$ cat src/design/bmp_pkg.sv
// Package for the BMP stream parser: constants, codes and transfer payload types.
package bmp_pkg;

	// Largest supported image dimension is 2**DIM_BITS - 1.
	localparam int DIM_BITS = 16;
	localparam int COL_W = DIM_BITS + 2;

	localparam logic [15:0] MAGIC_BM = 16'h4D42;
	localparam logic [6:0] FILE_HDR_LEN = 7'd14;
	localparam logic [31:0] INFO_SMALL = 32'd12;
	localparam logic [31:0] INFO_MID = 32'd40;
	localparam logic [31:0] INFO_LARGE = 32'd64;
	localparam logic [31:0] MAP_FULL = 32'd256;
	localparam logic [15:0] DEPTH_INDEXED = 16'd8;
	localparam logic [15:0] DEPTH_BGR = 16'd24;

	typedef enum logic [1:0] {
		KIND_HEADER = 2'd0,
		KIND_PIXEL = 2'd1,
		KIND_ERROR = 2'd2
	} kind_t;

	typedef enum logic [2:0] {
		ERR_NONE = 3'd0,
		ERR_TRUNCATED = 3'd1,
		ERR_BAD_MAGIC = 3'd2,
		ERR_INVALID = 3'd3,
		ERR_UNSUPPORTED = 3'd4
	} err_t;

	typedef struct packed {
		logic [7:0] byte_value;
		logic frame_start;
		logic stream_end;
	} src_item_t;

	typedef struct packed {
		logic [1:0] result_kind;
		logic [2:0] error_code;
		logic [15:0] image_width;
		logic [15:0] image_height;
		logic [4:0] bits_per_pixel;
		logic signed [31:0] x_resolution;
		logic signed [31:0] y_resolution;
		logic [7:0] pixel_byte;
		logic [15:0] image_row;
		logic [17:0] byte_in_row;
		logic last_of_image;
	} res_item_t;

endpackage

$ cat src/design/bmp_stream_header_and_row_parser.sv
// Top level of the BMP stream parser: header decode, skip and row unpacking.
//
// The block takes one BMP file byte per transfer and returns at most one result per byte:
// one header result after the info header, colour map and offset gap, then one result
// per pixel byte with its destination row (bottom-up) and position in the row, with the
// 4-byte row padding dropped; errors end the file. Each byte passes through the input
// register and then the result register, so a byte can be accepted in every cycle unless
// the result register is stalled. All field decoding, the colour map and offset checks
// and the row counters are updated in a single stage between the two registers.
module bmp_stream_header_and_row_parser (
	input  logic                   clk,
	input  logic                   arst_n,
	input  logic                   src_valid,
	output logic                   src_stall,
	input  bmp_pkg::src_item_t     src_item,
	output logic                   res_valid,
	input  logic                   res_stall,
	output bmp_pkg::res_item_t     res_item
);
	import bmp_pkg::*;

	typedef enum logic [1:0] {
		PH_IDLE,
		PH_HDR,
		PH_SKIP,
		PH_PIX
	} phase_t;

	// Input register and parse state.
	logic          valid_s1;
	src_item_t     item_s1;
	phase_t        phase_q, n_phase;
	logic [6:0]    pos_q, n_pos;
	logic [31:0]   offset_q, n_offset;
	logic [31:0]   info_q, n_info;
	logic [31:0]   width_q, n_width;
	logic [31:0]   height_q, n_height;
	logic [15:0]   depth_q, n_depth;
	logic [31:0]   comp_q, n_comp;
	logic [31:0]   xres_q, n_xres;
	logic [31:0]   yres_q, n_yres;
	logic [31:0]   colors_q, n_colors;
	logic [31:0]   skip_q, n_skip;
	logic [COL_W-1:0]    col_q, n_col;
	logic [DIM_BITS-1:0] rows_q, n_rows;
	logic          res_valid_q;
	res_item_t     res_q;

	logic          blocked, go, emit, err, do_finish, start;
	err_t          err_code;
	res_item_t     r;
	phase_t        ph;
	logic [6:0]    rel;
	logic [8:0]    clr;
	logic [10:0]   need;
	logic signed [33:0] pad;
	logic [COL_W-1:0] rs, stride, c1;

	assign blocked = res_valid_q && res_stall;
	assign go = valid_s1 && !blocked;
	assign src_stall = valid_s1 && blocked;
	assign res_valid = res_valid_q;
	assign res_item = res_q;
	assign start = item_s1.frame_start;

	// Row geometry of the current image.
	always_comb begin
		rs = COL_W'(width_q[DIM_BITS-1:0]);
		if (depth_q == DEPTH_BGR) begin
			rs = rs + COL_W'({width_q[DIM_BITS-1:0], 1'b0});
		end
		stride = (rs + COL_W'(3)) & ~COL_W'(3);
		c1 = col_q + COL_W'(1);
	end

	// Next state and result for the byte in the input register.
	always_comb begin
		ph = start ? PH_HDR : phase_q;
		n_phase = ph;
		n_pos = start ? '0 : pos_q;
		n_offset = start ? '0 : offset_q;
		n_info = start ? '0 : info_q;
		n_width = start ? '0 : width_q;
		n_height = start ? '0 : height_q;
		n_depth = start ? '0 : depth_q;
		n_comp = start ? '0 : comp_q;
		n_xres = start ? '0 : xres_q;
		n_yres = start ? '0 : yres_q;
		n_colors = start ? '0 : colors_q;
		n_skip = start ? '0 : skip_q;
		n_col = start ? '0 : col_q;
		n_rows = start ? '0 : rows_q;
		emit = 1'b0;
		err = 1'b0;
		err_code = ERR_NONE;
		do_finish = 1'b0;
		r = '0;
		rel = n_pos - FILE_HDR_LEN;
		clr = '0;
		need = '0;
		pad = '0;

		if (item_s1.stream_end) begin
			if (ph != PH_IDLE) begin
				err = 1'b1;
				err_code = ERR_TRUNCATED;
			end
		end else begin
			case (ph)
				PH_HDR: begin
					n_pos = n_pos + 7'd1;
					if (n_pos - 7'd1 < FILE_HDR_LEN) begin
						// File header: magic in the depth field, then the data offset.
						case (rel + FILE_HDR_LEN)
							7'd0: n_depth[7:0] = item_s1.byte_value;
							7'd1: n_depth[15:8] = item_s1.byte_value;
							7'd10: n_offset[7:0] = item_s1.byte_value;
							7'd11: n_offset[15:8] = item_s1.byte_value;
							7'd12: n_offset[23:16] = item_s1.byte_value;
							7'd13: n_offset[31:24] = item_s1.byte_value;
							default: ;
						endcase
						if (rel + FILE_HDR_LEN == FILE_HDR_LEN - 7'd1) begin
							if (n_depth != MAGIC_BM) begin
								err = 1'b1;
								err_code = ERR_BAD_MAGIC;
							end else begin
								n_depth = '0;
							end
						end
					end else if (rel < 7'd4) begin
						n_info[8*rel[1:0] +: 8] = item_s1.byte_value;
						if (rel == 7'd3 && (n_info < INFO_SMALL || n_info > INFO_LARGE)) begin
							err = 1'b1;
							err_code = ERR_INVALID;
						end
					end else begin
						// Info header fields, layout set by the header size.
						if (n_info == INFO_SMALL) begin
							if (rel >= 7'd4 && rel < 7'd6)
								n_width[8*rel[0] +: 8] = item_s1.byte_value;
							if (rel >= 7'd6 && rel < 7'd8)
								n_height[8*rel[0] +: 8] = item_s1.byte_value;
							if (rel >= 7'd10 && rel < 7'd12)
								n_depth[8*rel[0] +: 8] = item_s1.byte_value;
						end else begin
							if (rel >= 7'd4 && rel < 7'd8)
								n_width[8*rel[1:0] +: 8] = item_s1.byte_value;
							if (rel >= 7'd8 && rel < 7'd12)
								n_height[8*rel[1:0] +: 8] = item_s1.byte_value;
							if (rel >= 7'd14 && rel < 7'd16)
								n_depth[8*rel[0] +: 8] = item_s1.byte_value;
							if (rel >= 7'd16 && rel < 7'd20)
								n_comp[8*rel[1:0] +: 8] = item_s1.byte_value;
							if (rel >= 7'd24 && rel < 7'd28)
								n_xres[8*rel[1:0] +: 8] = item_s1.byte_value;
							if (rel >= 7'd28 && rel < 7'd32)
								n_yres[8*rel[1:0] +: 8] = item_s1.byte_value;
							if (rel >= 7'd32 && rel < 7'd36)
								n_colors[8*rel[1:0] +: 8] = item_s1.byte_value;
						end
						if (32'(rel) + 32'd1 >= n_info) begin
							// End of info header: size, compression, colour map and offset.
							pad = $signed({{2{n_offset[31]}}, n_offset})
								- $signed(34'(n_info) + 34'(FILE_HDR_LEN));
							if (n_depth == DEPTH_INDEXED) begin
								if (n_colors[31] || n_colors == '0) begin
									clr = 9'(MAP_FULL);
								end else begin
									clr = n_colors[8:0];
								end
								need = (n_info == INFO_SMALL)
									? 11'(clr) + {1'b0, clr, 1'b0}
									: {clr, 2'b00};
							end
							if (n_info != INFO_SMALL && n_info != INFO_MID
								&& n_info != INFO_LARGE) begin
								err = 1'b1;
								err_code = ERR_INVALID;
							end else if (n_info != INFO_SMALL && n_comp != '0) begin
								err = 1'b1;
								err_code = ERR_UNSUPPORTED;
							end else if (n_depth == DEPTH_INDEXED && !n_colors[31]
								&& n_colors > MAP_FULL) begin
								err = 1'b1;
								err_code = ERR_INVALID;
							end else if (pad < $signed({23'b0, need})) begin
								err = 1'b1;
								err_code = ERR_INVALID;
							end else begin
								n_skip = pad[31:0];
								if (pad == '0) begin
									do_finish = 1'b1;
								end else begin
									n_phase = PH_SKIP;
								end
							end
						end
					end
				end
				PH_SKIP: begin
					n_skip = n_skip - 32'd1;
					if (n_skip == '0) begin
						do_finish = 1'b1;
					end
				end
				PH_PIX: begin
					// Pixel bytes of the row, then its padding.
					if (col_q < rs) begin
						emit = 1'b1;
						r.result_kind = KIND_PIXEL;
						r.pixel_byte = item_s1.byte_value;
						r.image_row = 16'(rows_q - DIM_BITS'(1));
						r.byte_in_row = 18'(col_q);
						r.last_of_image = (rows_q == DIM_BITS'(1)) && (c1 == rs);
					end
					n_col = c1;
					if (c1 >= stride) begin
						n_col = '0;
						n_rows = rows_q - DIM_BITS'(1);
						if (rows_q == DIM_BITS'(1)) begin
							n_phase = PH_IDLE;
						end
					end
				end
				default: ;
			endcase
		end

		// Header result, or a depth or size error, at the start of the pixel data.
		if (do_finish) begin
			if (n_depth != DEPTH_INDEXED && n_depth != DEPTH_BGR) begin
				err = 1'b1;
				err_code = ERR_UNSUPPORTED;
			end else if ((|n_width[31:DIM_BITS]) || (|n_height[31:DIM_BITS])) begin
				err = 1'b1;
				err_code = ERR_INVALID;
			end else begin
				emit = 1'b1;
				r.result_kind = KIND_HEADER;
				r.image_width = 16'(n_width[DIM_BITS-1:0]);
				r.image_height = 16'(n_height[DIM_BITS-1:0]);
				r.bits_per_pixel = n_depth[4:0];
				r.x_resolution = $signed(n_xres);
				r.y_resolution = $signed(n_yres);
				if (n_width == '0 || n_height == '0) begin
					r.last_of_image = 1'b1;
					n_phase = PH_IDLE;
				end else begin
					n_col = '0;
					n_rows = n_height[DIM_BITS-1:0];
					n_phase = PH_PIX;
				end
			end
		end

		if (err) begin
			emit = 1'b1;
			r = '0;
			r.result_kind = KIND_ERROR;
			r.error_code = err_code;
			n_phase = PH_IDLE;
		end
	end

	// Input register, parse state and result register.
	always_ff @(posedge clk or negedge arst_n) begin
		if (!arst_n) begin
			valid_s1 <= 1'b0;
			res_valid_q <= 1'b0;
			phase_q <= PH_IDLE;
			pos_q <= '0;
			offset_q <= '0;
			info_q <= '0;
			width_q <= '0;
			height_q <= '0;
			depth_q <= '0;
			comp_q <= '0;
			xres_q <= '0;
			yres_q <= '0;
			colors_q <= '0;
			skip_q <= '0;
			col_q <= '0;
			rows_q <= '0;
		end else begin
			if (!src_stall) begin
				valid_s1 <= src_valid;
				if (src_valid) begin
					item_s1 <= src_item;
				end
			end
			if (go) begin
				res_valid_q <= emit;
				if (emit) begin
					res_q <= r;
				end
				phase_q <= n_phase;
				pos_q <= n_pos;
				offset_q <= n_offset;
				info_q <= n_info;
				width_q <= n_width;
				height_q <= n_height;
				depth_q <= n_depth;
				comp_q <= n_comp;
				xres_q <= n_xres;
				yres_q <= n_yres;
				colors_q <= n_colors;
				skip_q <= n_skip;
				col_q <= n_col;
				rows_q <= n_rows;
			end else if (!res_stall) begin
				res_valid_q <= 1'b0;
			end
		end
	end

`ifndef SYNTH
	// Pixel phase always has a row left to deliver.
	a_rows_left: assert property (@(posedge clk) disable iff (!arst_n)
		phase_q == PH_PIX |-> rows_q != '0)
		else $error("pixel phase with no rows left");

	// Column counter stays inside the padded row.
	a_col_range: assert property (@(posedge clk) disable iff (!arst_n)
		phase_q == PH_PIX |-> col_q < stride)
		else $error("column counter beyond row stride");

	// Skip phase always has bytes left to skip.
	a_skip_left: assert property (@(posedge clk) disable iff (!arst_n)
		phase_q == PH_SKIP |-> skip_q != '0)
		else $error("skip phase with zero count");

	// A processed byte that gives no result leaves the result register empty.
	a_no_spurious: assert property (@(posedge clk) disable iff (!arst_n)
		go && !emit |=> !res_valid)
		else $error("result shown for a byte without result");
`endif

endmodule

$ cat config.mk
export PLATFORM = sky130hd
export DESIGN_NAME = bmp_stream_header_and_row_parser
export DESIGN_NICKNAME = d
export VERILOG_FILES = /design/src/design/bmp_pkg.sv /design/src/design/bmp_stream_header_and_row_parser.sv
export SDC_FILE = /design/constraint.sdc
export NUM_CORES = 2
export LEC_CHECK = 0
export ABC_CLOCK_PERIOD_IN_PS = 17100
export BUFFER_PORTS_ARGS = -buffer_cell sky130_fd_sc_hd__buf_2
export CORE_ASPECT_RATIO = 0.75
export CORE_UTILIZATION = 40
export CTS_BUF_LIST = sky130_fd_sc_hd__clkbuf_2
export DETAILED_ROUTE_END_ITERATION = 8
export HOLD_SLACK_MARGIN = 0.08
export PLACE_DENSITY = 0.58
export RECOVER_POWER = 25
export SYNTH_ARGS = -nofsm -noshare
export SYNTH_HDL_FRONTEND = slang
export SYNTH_SLANG_ARGS = --single-unit
$ cat constraint.sdc
create_clock -name clk -period 17.1 [get_ports clk]
set_clock_uncertainty 0.1 [all_clocks]
set_input_delay 3.42 -clock clk [delete_from_list [all_inputs] [get_ports clk]]
set_output_delay 3.42 -clock clk [all_outputs]
set_load 0.02 [all_outputs]
==> run metrics <==
final hold vios=0; crit path time final=10.36 ns; ys async rst share=0.687; slowest stage delay, CP=0.84 ns; WL final=122000 µm; critical path's slowest cell=buf_4; post-layout util=0.441; largest net degree at the start of global routing=130; area growth from synthesis to layout=8.84%; CP Class=reg -> reg; DRT iter0 DRCs=3469; vias in the first global route=29000; clk slew on worst S/H paths=0.10 ns; synthesized instance count=3779; met1 global-route usage=0.416; global-route wire length before repair=184000 µm; Wirelength per Cell=23.8 µm; Core ar.=0.0824 mm²; most common cell after layout, fill and taps aside=nand2_1; Synth cell types=117; Final Cycle Share=0.606; initial antenna violation count=5; Least-Margin Pin Slew=5.02 ns; Power Density=74.3 mW/mm²; vias per cell=6.08; Flop pwr share=0.485; top_reg_cell synth=dfrtp_1; Power Total=0.00270 W; PortBufs=164; Synth Area per Inst=8.83 µm²; CTS tree=done; Die W=336 µm; hold_buf cts=0; outcome=finished, violations left; NetSw=0.000941 W; met3 usage=0.112; sequential-to-total area share from yosys stat=0.405; Sw Share=0.348; Worst-Skew Late Latency=1.40 ns; starting density of the core=0.405; CP Capture Type=register; grt total ovfl=0; pins over their slew limit=182; Setup TNS=0 ns; VDD IR-drop max=0.0000448 V; Clock Power Share=0.336; Max Cap Viol=3; total track usage=0.285; violated checks=capacitance limit, slew limit; DRC=0; Final Setup Violations=0; combinational share of power=0.178; HP Class=reg -> reg; Post-CTS Setup Inserts=0; maximum fanout along the worst path=76; Yosys warnings=0; Req. time, crit path=17.99 ns; leading area contributor after synthesis=dfrtp_1; top cells by area, synth=dfrtp_1 26%, edfxtp_1 14%, nand2_1 5.8%, o21ai_0 5.1%, ha_1 4.9%; CTS Sinks=508; GR Util met2=0.382; Die ar.=0.0846 mm²; ANT nets after route=0; most frequent cells in the layout=516 x nand2_1, 349 x dfrtp_1, 337 x o21ai_0, 299 x nor2_1, 199 x clkbuf_2; total CTS buffers=133; final net count=4039; std cell rows=91; Synth Register Bits=508; Post-Place Cells=4872; Hold Crit Depth=2; layout cell share with drive strength beyond 1=0.139; Cell Int Power=0.00176 W; CTS H-tree depth=4; Post-Syn Area=0.0334 mm²; Layout fillers=8321; CTS resizes=0; DPL Wire Length=87100 µm; Die Ht=252 µm; Post-synth EDFFs=159; Clock Path Buffers=3; Non-Filler Instances=5112; Slew headroom=-2.35; cell depth of the worst flop-to-flop path=33; startpoint types=register; RSZ-0062 raised after global routing=no; routed via count=31100; CP most frequent cell=nand2_1; Synth top area share=0.262; I/O pins=165; Root Driver=clkbuf_2; Achievable Freq=96.5 MHz; Worst Path Arrival=11.25 ns; gr busiest metal=met1; Pre-antenna DRT Iters=8; Leak Pwr=15.0 nW; gpl congestion=0.976
[state kept, by name (all words and copies together) (netlist names), 18 cells and up]
signal,flops
xres_q,32
res_item,149
info_q,32
comp_q,32
width_q,32
height_q,32
col_q,18
colors_q,32
yres_q,32
offset_q,32
skip_q,32
[Yosys cell counts, drive strengths merged, types with 62 or more instances]
master and count:
o21ai 361, nor2b 86, clkbuf 175, edfxtp 159
nand3 94, a22oi 62, nor4 73, a21oi 138
dfrtp 349, nor2 324, ha 132, xnor2 102
inv 82, and2 66, nor3 105, nand2 516
buf 80, a22o 96
[critical path, delay by kind of cell (launching register included)]
kind | cells | cell delay [ns]
AND/OR/NAND/NOR | 14 | 3.22
AO/OA/AOI/OAI | 10 | 2.58
buffers and inverters | 4 | 1.77
adder cells (fa/ha/maj) | 3 | 1.02
flip-flops | 1 | 0.58
multiplexers | 1 | 0.42
XOR/XNOR | 1 | 0.16
[layout make-up]
| cell class | instances | area, µm² | area share |
|---|---|---|---|
| antenna | 6 | 15.0 | 0.000413 |
| timing repair buffer | 230 | 1320 | 0.0362 |
| clock buffer | 199 | 996 | 0.0274 |
| inverter | 83 | 312 | 0.00857 |
| tap | 1116 | 1400 | 0.0384 |
| sequential | 508 | 13500 | 0.372 |
| clock inverter | 35 | 255 | 0.00702 |
| multi-input combinational | 2935 | 18500 | 0.510 |
[final timing paths]
kind,from,endpoint,slack [ns]
max,start,res_item[96],6.74
min,comp_q[6],comp_q[6],0.39
max reg2reg,start,res_item[96],6.74
min reg2reg,comp_q[6],comp_q[6],0.39
max in group asynchronous,arst_n,xres_q[13],7.83
min in group asynchronous,arst_n,skip_q[18],3.76
[logic make-up after synthesis]
logic type,Yosys count,synth area share
AND/OR/NAND/NOR,1500,0.223
AO/OA/AOI/OAI,1087,0.220
other,1,0.000112
flip-flops,508,0.405
adder cells (fa/ha/maj),134,0.0507
multiplexers,67,0.0211
buffers and inverters,338,0.0425
XOR/XNOR,144,0.0385
[per-layer routing]
metal	vias up	wire, µm
met4	4	2680
li1	14200	-
met5	-	70
met2	1573	48300
met1	15100	55400
met3	212	15400
[stage by stage]
stage	setup slack [ns]	cell area (µm²)	hold WS [ns]
after floorplan	1.60	33400	0.341
after global placement	7.00	35100	0.359
after detailed placement	6.92	35100	0.363
after CTS	6.96	36400	0.385
after global routing	6.00	36300	0.410
final	6.74	36300	0.386
[power groups by stage]
| stage | logic (W) | registers [W] | clock network (W) |
|---|---|---|---|
| floorplan | 0.000278 | 0.00135 | 0 |
| global placement | 0.000468 | 0.00133 | 0 |
| detailed placement | 0.000469 | 0.00133 | 0 |
| CTS | 0.000470 | 0.00131 | 0.000934 |
| global route | 0.000513 | 0.00131 | 0.000993 |
| finish | 0.000482 | 0.00131 | 0.000908 |
(Power assumes the default switching activity.)
